### src/sv/lrsa_pkg.sv
`timescale 1ns / 1ps

package lrsa_pkg;

  localparam logic [11:0] PHASE_SPAN   = 12'd4080;
  localparam logic [11:0] ELAPSED_MAX  = 12'hFFF;
  localparam logic [23:0] AGE_MAX      = 24'hFFFFFF;
  localparam logic [9:0]  TICK_RST     = 10'd16;
  localparam logic [23:0] TIMEOUT_RST  = 24'd300000;
  localparam logic [7:0]  LEVEL_RST    = 8'd5;
  localparam logic [7:0]  SPEED_RST    = 8'd15;
  localparam logic [7:0]  FULL         = 8'hFF;

  localparam logic [7:0] STATUS_DETACHED = 8'd0;
  localparam logic [7:0] STATUS_GREEN    = 8'd1;
  localparam logic [7:0] STATUS_YELLOW   = 8'd2;
  localparam logic [7:0] STATUS_RED      = 8'd3;

  typedef enum logic [1:0] {
    CFG_TICK_PERIOD    = 2'd0,
    CFG_DETACH_TIMEOUT = 2'd1,
    CFG_DEFAULT_LEVEL  = 2'd2
  } cfg_reg_t;

  typedef enum logic {
    F_IDLE,
    F_EVAL
  } front_state_t;

  typedef enum logic {
    B_IDLE,
    B_RUN
  } back_state_t;

  typedef struct packed {
    logic red_on;
    logic green_on;
    logic blue_on;
  } color_t;

  typedef struct packed {
    color_t     color;
    logic [7:0] level;
  } frame_t;

  function automatic logic [7:0] clamp_byte(input logic [7:0] b);
    clamp_byte = (b == 8'd0) ? 8'd1 : b;
  endfunction

  function automatic color_t color_of(input logic [7:0] status);
    color_t c;
    c = '0;
    if (status == STATUS_DETACHED) begin
      c.blue_on = 1'b1;
    end else if (status == STATUS_GREEN) begin
      c.green_on = 1'b1;
    end else if (status == STATUS_YELLOW) begin
      c.red_on   = 1'b1;
      c.green_on = 1'b1;
    end else if (status == STATUS_RED) begin
      c.red_on = 1'b1;
    end else begin
      c = '1;
    end
    color_of = c;
  endfunction

endpackage

### src/sv/lrsa_queue.sv
`timescale 1ns / 1ps

module lrsa_queue #(
  parameter int W = 16
) (
  input  logic         clk,
  input  logic         rst,
  input  logic         push,
  input  logic [W-1:0] wdata,
  input  logic         pop,
  output logic [W-1:0] rdata,
  output logic         full,
  output logic         empty
);

  logic [W-1:0] mem [2];
  logic         wr_ptr;
  logic         rd_ptr;
  logic [1:0]   count;

  assign full  = (count == 2'd2);
  assign empty = (count == 2'd0);
  assign rdata = mem[rd_ptr];

  always_ff @(posedge clk) begin
    if (push) begin
      mem[wr_ptr] <= wdata;
    end
  end

  always_ff @(posedge clk) begin
    if (rst) begin
      wr_ptr <= 1'b0;
      rd_ptr <= 1'b0;
      count  <= 2'd0;
    end else begin
      if (push) begin
        wr_ptr <= ~wr_ptr;
      end
      if (pop) begin
        rd_ptr <= ~rd_ptr;
      end
      if (push && !pop) begin
        count <= count + 2'd1;
      end else if (pop && !push) begin
        count <= count - 2'd1;
      end
    end
  end

endmodule

### src/sv/lrsa_front.sv
`timescale 1ns / 1ps

module lrsa_front #(
  parameter int PIXEL_COUNT    = 16,
  parameter int RUNNER_SPACING = 8
) (
  input  logic                           clk,
  input  logic                           rst,
  input  logic                           cfg_write,
  input  logic [1:0]                     cfg_index,
  input  logic [23:0]                    cfg_data,
  input  logic                           in_valid,
  output logic                           in_ready,
  input  logic                           mode,
  input  logic [7:0]                     cmd_status,
  input  logic [7:0]                     cmd_speed,
  input  logic [7:0]                     cmd_brightness,
  input  logic                           q_full,
  output logic                           q_push,
  output lrsa_pkg::frame_t               q_frame,
  output logic [$clog2(PIXEL_COUNT)-1:0] q_start,
  output logic                           busy
);

  localparam int PW  = $clog2(PIXEL_COUNT);
  localparam int PHW = $clog2(RUNNER_SPACING);

  lrsa_pkg::front_state_t state, state_next;

  logic [9:0]     tick_period;
  logic [23:0]    detach_timeout;
  logic [7:0]     default_level;

  logic [PHW-1:0] phase_pos;
  logic [PW-1:0]  pos_mod;
  logic [11:0]    elapsed;
  logic [23:0]    age;
  logic           seen;
  logic [7:0]     cur_status;
  logic [7:0]     cur_speed;
  logic [7:0]     cur_bright;

  logic           fire;
  logic [12:0]    elapsed_sum;
  logic [24:0]    age_sum;
  logic [8:0]     speed_p1;
  logic [20:0]    prod;
  logic           step;
  logic           detach;
  logic           phase_wrap;
  logic [PHW-1:0] phase_pos_next;
  logic [PW-1:0]  pos_mod_next;

  assign fire     = in_valid && in_ready;
  assign in_ready = (state == lrsa_pkg::F_IDLE) && !q_full;
  assign busy     = (state == lrsa_pkg::F_EVAL);

  assign elapsed_sum = {1'b0, elapsed} + {3'b0, tick_period};
  assign age_sum     = {1'b0, age} + {15'b0, tick_period};

  // elapsed > 4080/(speed+1) is the same test as elapsed*(speed+1) > 4080
  assign speed_p1 = {1'b0, cur_speed} + 9'd1;
  assign prod     = 21'(elapsed) * 21'(speed_p1);
  assign step     = prod > 21'(lrsa_pkg::PHASE_SPAN);
  assign detach   = !seen || (age > detach_timeout);

  assign phase_wrap     = (phase_pos == PHW'(RUNNER_SPACING - 1));
  assign phase_pos_next = phase_wrap ? '0 : phase_pos + PHW'(1);
  assign pos_mod_next   = (phase_wrap || pos_mod == PW'(PIXEL_COUNT - 1)) ? '0
                                                                       : pos_mod + PW'(1);

  assign q_push        = busy && step;
  assign q_start       = pos_mod_next;
  assign q_frame.color = lrsa_pkg::color_of(detach ? lrsa_pkg::STATUS_DETACHED : cur_status);
  assign q_frame.level = detach ? default_level : cur_bright;

  always_comb begin
    state_next = state;
    unique case (state)
      lrsa_pkg::F_IDLE: begin
        if (fire && !mode) begin
          state_next = lrsa_pkg::F_EVAL;
        end
      end
      lrsa_pkg::F_EVAL: begin
        state_next = lrsa_pkg::F_IDLE;
      end
      default: begin
        state_next = lrsa_pkg::F_IDLE;
      end
    endcase
  end

  always_ff @(posedge clk) begin
    if (rst) begin
      state <= lrsa_pkg::F_IDLE;
    end else begin
      state <= state_next;
    end
  end

  always_ff @(posedge clk) begin
    if (rst) begin
      tick_period    <= lrsa_pkg::TICK_RST;
      detach_timeout <= lrsa_pkg::TIMEOUT_RST;
      default_level  <= lrsa_pkg::LEVEL_RST;
    end else if (cfg_write) begin
      unique case (lrsa_pkg::cfg_reg_t'(cfg_index))
        lrsa_pkg::CFG_TICK_PERIOD:    tick_period    <= cfg_data[9:0];
        lrsa_pkg::CFG_DETACH_TIMEOUT: detach_timeout <= cfg_data;
        lrsa_pkg::CFG_DEFAULT_LEVEL:  default_level  <= cfg_data[7:0];
        default: ;
      endcase
    end
  end

  always_ff @(posedge clk) begin
    if (rst) begin
      phase_pos  <= '0;
      pos_mod    <= '0;
      elapsed    <= '0;
      age        <= '0;
      seen       <= 1'b0;
      cur_status <= lrsa_pkg::STATUS_DETACHED;
      cur_speed  <= lrsa_pkg::SPEED_RST;
      cur_bright <= lrsa_pkg::LEVEL_RST;
    end else if (fire) begin
      if (mode) begin
        cur_status <= lrsa_pkg::clamp_byte(cmd_status);
        cur_speed  <= lrsa_pkg::clamp_byte(cmd_speed);
        cur_bright <= lrsa_pkg::clamp_byte(cmd_brightness);
        age        <= '0;
        seen       <= 1'b1;
      end else begin
        elapsed <= elapsed_sum[12] ? lrsa_pkg::ELAPSED_MAX : elapsed_sum[11:0];
        age     <= age_sum[24] ? lrsa_pkg::AGE_MAX : age_sum[23:0];
      end
    end else if (q_push) begin
      phase_pos <= phase_pos_next;
      pos_mod   <= pos_mod_next;
      elapsed   <= '0;
      if (detach) begin
        cur_status <= lrsa_pkg::STATUS_DETACHED;
        cur_bright <= default_level;
      end
    end
  end

endmodule

### src/sv/lrsa_back.sv
`timescale 1ns / 1ps

module lrsa_back #(
  parameter int PIXEL_COUNT    = 16,
  parameter int RUNNER_COUNT   = 2,
  parameter int RUNNER_SPACING = 8,
  parameter int LEAD_OFFSET    = 3
) (
  input  logic                           clk,
  input  logic                           rst,
  input  logic                           q_empty,
  output logic                           q_pop,
  input  lrsa_pkg::frame_t               q_frame,
  input  logic [$clog2(PIXEL_COUNT)-1:0] q_start,
  output logic                           out_valid,
  input  logic                           out_ready,
  output logic [3:0]                     pixel_index,
  output logic [7:0]                     red,
  output logic [7:0]                     green,
  output logic [7:0]                     blue,
  output logic [7:0]                     level,
  output logic                           last
);

  localparam int PW       = $clog2(PIXEL_COUNT);
  localparam int RCW      = (RUNNER_COUNT > 1) ? $clog2(RUNNER_COUNT) : 1;
  localparam int LEAD_MOD = LEAD_OFFSET % PIXEL_COUNT;
  localparam int SP_MOD   = RUNNER_SPACING % PIXEL_COUNT;

  lrsa_pkg::back_state_t state, state_next;

  lrsa_pkg::frame_t frame;
  logic [PW-1:0]    trail;
  logic [RCW-1:0]   runner;
  logic             half;

  logic             emit;
  logic             last_runner;
  logic [PW:0]      lead_sum;
  logic [PW:0]      lead_red;
  logic [PW:0]      trail_sum;
  logic [PW:0]      trail_red;
  logic [PW+3:0]    pos_ext;

  assign emit        = (state == lrsa_pkg::B_RUN) && (!out_valid || out_ready);
  assign last_runner = (runner == RCW'(RUNNER_COUNT - 1));
  assign q_pop       = (state == lrsa_pkg::B_IDLE) && !q_empty;

  assign lead_sum  = {1'b0, trail} + (PW+1)'(LEAD_MOD);
  assign lead_red  = (lead_sum >= (PW+1)'(PIXEL_COUNT)) ? lead_sum - (PW+1)'(PIXEL_COUNT)
                                                         : lead_sum;
  assign trail_sum = {1'b0, trail} + (PW+1)'(SP_MOD);
  assign trail_red = (trail_sum >= (PW+1)'(PIXEL_COUNT)) ? trail_sum - (PW+1)'(PIXEL_COUNT)
                                                          : trail_sum;
  assign pos_ext   = {4'b0, (half ? trail : lead_red[PW-1:0])};

  always_comb begin
    state_next = state;
    unique case (state)
      lrsa_pkg::B_IDLE: begin
        if (!q_empty) begin
          state_next = lrsa_pkg::B_RUN;
        end
      end
      lrsa_pkg::B_RUN: begin
        if (emit && half && last_runner) begin
          state_next = lrsa_pkg::B_IDLE;
        end
      end
      default: begin
        state_next = lrsa_pkg::B_IDLE;
      end
    endcase
  end

  always_ff @(posedge clk) begin
    if (rst) begin
      state <= lrsa_pkg::B_IDLE;
    end else begin
      state <= state_next;
    end
  end

  always_ff @(posedge clk) begin
    if (rst) begin
      runner    <= '0;
      half      <= 1'b0;
      out_valid <= 1'b0;
    end else begin
      if (q_pop) begin
        runner <= '0;
        half   <= 1'b0;
      end else if (emit) begin
        half <= ~half;
        if (half) begin
          runner <= runner + RCW'(1);
        end
      end
      if (emit) begin
        out_valid <= 1'b1;
      end else if (out_ready) begin
        out_valid <= 1'b0;
      end
    end
  end

  always_ff @(posedge clk) begin
    if (q_pop) begin
      frame <= q_frame;
      trail <= q_start;
    end else if (emit && half) begin
      trail <= trail_red[PW-1:0];
    end
    if (emit) begin
      pixel_index <= pos_ext[3:0];
      level       <= frame.level;
      red         <= (!half && frame.color.red_on)   ? lrsa_pkg::FULL : 8'd0;
      green       <= (!half && frame.color.green_on) ? lrsa_pkg::FULL : 8'd0;
      blue        <= (!half && frame.color.blue_on)  ? lrsa_pkg::FULL : 8'd0;
      last        <= half && last_runner;
    end
  end

endmodule

### src/sv/led_runner_status_animator_top.sv
`timescale 1ns / 1ps

// Status LED runner animator. A command item (mode 1) produces no writes.
// For a tick item (mode 0) the front unit adds the tick period in F_IDLE,
// then in F_EVAL tests for a phase step with a single 12x9 multiply. A
// phase step queues one frame; the back unit then pulls the frame from the
// queue in B_IDLE and emits 2*RUNNER_COUNT pixel writes, one per cycle
// while the output is taken, lead pixel in color then trailing pixel black.
// Up to two frames wait in the queue between front and back; in_ready drops
// while the queue is full, so under steady phase steps the back unit sets
// the sustained rate. The user must write configuration through
// cfg_write/cfg_index/cfg_data only while the block is idle; the block
// itself does not enforce this.
module led_runner_status_animator_top #(
  parameter int PIXEL_COUNT    = 16,
  parameter int RUNNER_COUNT   = 2,
  parameter int RUNNER_SPACING = 8,
  parameter int LEAD_OFFSET    = 3
) (
  input  logic        clk,
  input  logic        rst,
  input  logic        cfg_write,
  input  logic [1:0]  cfg_index,
  input  logic [23:0] cfg_data,
  input  logic        in_valid,
  output logic        in_ready,
  input  logic        mode,
  input  logic [7:0]  cmd_status,
  input  logic [7:0]  cmd_speed,
  input  logic [7:0]  cmd_brightness,
  output logic        out_valid,
  input  logic        out_ready,
  output logic [3:0]  pixel_index,
  output logic [7:0]  red,
  output logic [7:0]  green,
  output logic [7:0]  blue,
  output logic [7:0]  level,
  output logic        last
);

  localparam int PW = $clog2(PIXEL_COUNT);
  localparam int QW = $bits(lrsa_pkg::frame_t) + PW;

  logic             q_push;
  logic             q_pop;
  logic             q_full;
  logic             q_empty;
  lrsa_pkg::frame_t push_frame;
  lrsa_pkg::frame_t pop_frame;
  logic [PW-1:0]    push_start;
  logic [PW-1:0]    pop_start;
  logic [QW-1:0]    q_rdata;
  logic             front_busy;

  assign pop_frame = q_rdata[QW-1:PW];
  assign pop_start = q_rdata[PW-1:0];

  lrsa_front #(
    .PIXEL_COUNT   (PIXEL_COUNT),
    .RUNNER_SPACING(RUNNER_SPACING)
  ) u_front (
    .clk           (clk),
    .rst           (rst),
    .cfg_write     (cfg_write),
    .cfg_index     (cfg_index),
    .cfg_data      (cfg_data),
    .in_valid      (in_valid),
    .in_ready      (in_ready),
    .mode          (mode),
    .cmd_status    (cmd_status),
    .cmd_speed     (cmd_speed),
    .cmd_brightness(cmd_brightness),
    .q_full        (q_full),
    .q_push        (q_push),
    .q_frame       (push_frame),
    .q_start       (push_start),
    .busy          (front_busy)
  );

  lrsa_queue #(
    .W(QW)
  ) u_queue (
    .clk  (clk),
    .rst  (rst),
    .push (q_push),
    .wdata({push_frame, push_start}),
    .pop  (q_pop),
    .rdata(q_rdata),
    .full (q_full),
    .empty(q_empty)
  );

  lrsa_back #(
    .PIXEL_COUNT   (PIXEL_COUNT),
    .RUNNER_COUNT  (RUNNER_COUNT),
    .RUNNER_SPACING(RUNNER_SPACING),
    .LEAD_OFFSET   (LEAD_OFFSET)
  ) u_back (
    .clk        (clk),
    .rst        (rst),
    .q_empty    (q_empty),
    .q_pop      (q_pop),
    .q_frame    (pop_frame),
    .q_start    (pop_start),
    .out_valid  (out_valid),
    .out_ready  (out_ready),
    .pixel_index(pixel_index),
    .red        (red),
    .green      (green),
    .blue       (blue),
    .level      (level),
    .last       (last)
  );

`ifndef SYNTH
  // a frame is only queued when there is room for it
  assert property (@(posedge clk) disable iff (rst) q_push |-> !q_full)
    else $error("frame queued into a full queue");

  // no new item while a tick is being evaluated
  assert property (@(posedge clk) disable iff (rst) front_busy |-> !in_ready)
    else $error("item accepted during tick evaluation");

  // a command item never starts a frame
  assert property (@(posedge clk) disable iff (rst)
    (in_valid && in_ready && mode) |=> !q_push)
    else $error("frame queued after a command item");

  // the closing write of a frame is always black
  assert property (@(posedge clk) disable iff (rst)
    (out_valid && last) |-> (red == 8'd0 && green == 8'd0 && blue == 8'd0))
    else $error("last write of a frame is not black");
`endif

endmodule

### config.mk
export PLATFORM = sky130hd
export DESIGN_NAME = led_runner_status_animator_top
export DESIGN_NICKNAME = d
export VERILOG_FILES = /design/src/sv/lrsa_pkg.sv /design/src/sv/lrsa_queue.sv /design/src/sv/lrsa_front.sv /design/src/sv/lrsa_back.sv /design/src/sv/led_runner_status_animator_top.sv
export SDC_FILE = /design/constraint.sdc
export NUM_CORES = 1
export LEC_CHECK = 0
export BUFFER_PORTS_ARGS = -buffer_cell sky130_fd_sc_hd__buf_2
export CORE_ASPECT_RATIO = 0.8
export CORE_MARGIN = 8
export CORE_UTILIZATION = 55
export DETAILED_ROUTE_END_ITERATION = 10
export PLACE_DENSITY = 0.89
export SYNTH_ARGS = -nofsm -noshare
export SYNTH_HDL_FRONTEND = slang
export SYNTH_SLANG_ARGS = --single-unit
### constraint.sdc
create_clock -name clk -period 6.1 [get_ports clk]
set_input_delay 0 -clock clk [delete_from_list [all_inputs] [get_ports clk]]
set_output_delay 0 -clock clk [all_outputs]
set_load 0.02 [all_outputs]
==> impl_results.md <==
* Slew HR at 13.3%
* Number of antenna violations at the first check in global routing at 1
* Combined area of all synthesized cells at 0.0125 mm2
* Fin Clk Skew at 0.0148 ns
* Final setup violation count at 2
* Via density per instance at about 6.3
* Die Area at between 0.02 and 0.03 mm2
* Filler Cell Count at between 1k and 1.5k
* Result of the run: complete, but fails checks
* Mean Syn Cell Area at between 9 and 10 um2
* Layout-stage area growth over the synthesis result at 22.3%
* Capture point of the worst reg-to-reg path: u_front.elapsed[2]
* Hold Path Stages at 4
* Classification of the worst-slack hold path: in2reg
* Die Y at 151 um
* RSZ-0062 raised after global routing: true
* Number of I/O pins at 95
* Starting utilization of the core area at about 56%
* Type of the setup path with the least slack: reg2reg
* Insertion delay to the later sink of the worst-skew pair at between 0.4 and 0.5 ns
* Net count after synthesis at 1,573
* Quantity of I/O buffers inserted on ports at 94
* Clock transition at the register clock pins on the worst setup and hold paths after CTS at about 0.08 ns
* Violations in the final reports: setup timing
* Global-route wire length before repair at 55,700 um
* Area of the core region at roughly 0.022 mm2
* Total chip power at 3.62 mW
* Nature of the critical path endpoint: flop
* Period utilization at 102%
* Fin crit period at ~6.2 ns
* Dominant cells by area after synthesis: dfxtp_1 19%, edfxtp_1 15%, fa_1 12%
* Synth cell types at 70
* Drt first pass iters at 8
* Pins over their slew limit at 0
* Number of enable-type register cells in the synthesized netlist at a little over 60
* Number of H-tree branching levels at 4
* Worst Tran Pin Value at around 1.3 ns
* Number of buffers created by CTS at 17
* Number of cell rows at approximately 50
* Worst supply voltage drop on vdd at approximately 220 uV
* Final design utilization at approximately two thirds
* Final setup margin at -0.100 ns
* Final Hold Fails at 0
* Placed Cells at about 1.7k
* Flip-flop and latch count after synthesis at between 150 and 200
* Drt initial violations at about 1.5k
* Clock sink count at between 150 and 200
* Critical R2R Launch: u_front.cur_speed[1]
* Hold wc startpoint: cmd_brightness[7]
* GRT overflow at 0
* HPWL after DPL at between 20,000 and 25,000 um
* Biggest fanout along the worst timing path at 9
* Placer's final routability congestion estimate at between 0.9 and 1
* CTS tree: yes
* Ys flop type: dfxtp_1
* Fraction of the yosys area taken by sequential cells at roughly 34%
* Layout cells sized above 1 at between 20% and 30%
* Count of unresolved DRC violations after routing at 0
* Number of standard cells after synthesis at between 1k and 1.5k
* Warnings from Yosys at 0
* Cell type with the highest aggregate area in the netlist: dfxtp_1
* Net count of the finished layout at between 1.5k and 2k
* Antenna viol nets, final at 0
* Startpoint type of the worst setup path: flop
* Sum of routed wire length over all layers at about 40,000 um
* Synth top area share at a little under a fifth
* Die X-Extent at 185 um
* Data required time at the worst endpoint at around 6.4 ns
* Share of flip-flops with an asynchronous set or reset at 0%
* Via Count at 11.5k
* R2R Setup Slk at -0.10 ns
* Via count of the first global-routing pass at 11.2k
* Maximum clock frequency at 0.161 GHz
* End point of the most critical hold path: u_front.cur_bright[7]
* Cell area power density at between 200 and 250 mW/mm2
* GRT Overall Usage at around a quarter
* Largest net degree at the start of global routing at 89
* Clk root buf: clkbuf_16
* Worst hold slack at 0.0593 ns
* Final routed wire length divided by cell count at approximately 22 um
* Endpoint arrival time on the critical path at 6.51 ns
* Static Leakage at 6.66 nW
* Clk buf depth at 2
* Worst Reg-to-Reg Cells at 27
* Max-cap violations at 0
* Final Non-Filler Cells at 1,836
-- cells in the final DEF, fill, tap and decap left out, types with 51 or more instances in the layout --
master         synthesis  layout
edfxtp_1              61      61
fa_1                  73      69
dlygate4sd3_1          0      52
inv_1                157     151
ha_1                  91      79
nand2_1              135     134
a21oi_1               79      74
buf_4                 21      51
nor2_1               116     106
dfxtp_1              120     115
buf_2                  7      93
-- cell type report --
cell class	count	area, um2	area share [%]
diodes	2	5.00	0.0327
repair buffers	217	1690	11.0
multi-input cells	941	7800	51.0
well taps	306	383	2.50
inverters	157	589	3.85
clock inverters	14	161	1.05
clock buffers	18	429	2.80
flip-flops and latches	181	4250	27.7
-- cells by family (layout without fill, tap and decap cells) --
kind of cell	after synthesis	in the layout	synth area share, %
buffers and inverters	231	406	7.75
adder cells (fa/ha/maj)	164	164	20.8
multiplexers	55	55	4.70
XOR/XNOR	38	38	2.66
AND/OR/NAND/NOR	438	438	16.9
flip-flops	181	181	33.8
AO/OA/AOI/OAI	246	246	13.4
other	0	2	0
-- Yosys cell counts (6+ instances only) --
library cell / count
xor2_1: 11
nand2b_1: 46
clkbuf_1: 40
buf_4: 21
a211oi_1: 13
and2_1: 24
nor2_1: 116
a21oi_1: 79
mux2_2: 22
inv_1: 157
dfxtp_1: 120
o41ai_2: 9
xnor2_1: 27
o21a_1: 6
nand2_1: 135
and3_1: 9
nor3_1: 22
ha_1: 91
o21ai_0: 50
a21o_1: 11
a31oi_1: 7
o211ai_1: 8
buf_2: 7
a211o_1: 12
nand3b_1: 7
nor2b_1: 22
nand3_1: 20
fa_1: 73
mux2i_1: 31
edfxtp_1: 61
nand4_1: 11
a21boi_0: 6
-- what timing repair did --
item                                    4_1_cts  5_1_grt
endpoints found under the setup margin       48       67
pin swaps                                     7       74
gates resized for setup                      25       97
endpoints found under the hold margin        69        0
hold buffers                                 52        0
gates cloned                                  1        2
setup buffers                                 9       15
-- registers in the layout, summed over array words and instances (netlist names), 2 cells and up, named ones only --
register / cells
u_queue.count: 2
u_front.tick_period: 10
u_back.trail: 4
u_front.elapsed: 12
u_front.cur_speed: 8
u_back.frame: 11
u_front.cur_status: 8
u_front.pos_mod: 4
u_back.pixel_index: 4
u_front.cur_bright: 8
u_back.level: 8
u_front.default_level: 8
u_front.age: 24
u_front.detach_timeout: 24
u_queue.mem: 30
u_front.phase_pos: 3
-- report_power, final --
group	internal (mW)	leakage, nW	switching (mW)
clock network	0.551	0.284	0.558
logic	0.380	4.84	0.602
registers	1.42	1.54	0.105
-- worst max path at each step --
stage	start	slack (ns)	endpoint
final	u_front.cur_speed[1]	-0.10	u_front.elapsed[2]
after global routing	u_front.cur_speed[0]	-0.20	u_queue.count[1]
after CTS	u_front.cur_speed[0]	0.01	u_queue.count[1]
after detailed placement	u_front.cur_speed[1]	-0.25	u_queue.count[1]
after global placement	u_front.cur_speed[1]	0.04	u_queue.count[1]
after floorplan	u_front.cur_speed[0]	0.01	u_queue.count[1]
-- stage by stage --
| step | TNS [ns] | instance area, um2 | worst slack (ns) |
|---|---|---|---|
| final | -0.193 | 15300 | -0.100 |
| after global routing | -1.48 | 15300 | -0.203 |
| after CTS | 0 | 14700 | 0.0111 |
| after detailed placement | -6.36 | 13400 | -0.250 |
| after global placement | 0 | 13400 | 0.0447 |
| after floorplan | 0 | 12500 | 0.0100 |
-- worst max-delay path, cell delays in order, from the launching register on --
cell and delay [ns]:
dfxtp_4 0.39, and3_4 0.20, nand3_4 0.09, nor2_4 0.10, xnor2_1 0.12, buf_4 0.22, buf_6 0.13, nand2b_4 0.12
fa_1 0.46, fa_1 0.54, inv_2 0.04, fa_1 0.47, inv_1 0.05, fa_1 0.49, inv_2 0.04, ha_4 0.29
a21oi_4 0.08, buf_6 0.12, o22ai_4 0.20, o2111ai_2 0.18, a311oi_2 0.30, xnor2_1 0.19, nand2_1 0.14, o21a_4 0.26
buf_8 0.14, buf_12 0.15, buf_12 0.15, o41ai_2 0.40
-- per-layer routing --
metal | up-vias | wire length [um] | track usage, %
li1 | 4888 | - | -
met5 | - | 0 | 0
met2 | 927 | 18600 | 42.0
met4 | 0 | 2440 | 12.1
met1 | 5431 | 14100 | 30.1
met3 | 274 | 4700 | 5.78
Power figures use the tool's default switching activity.
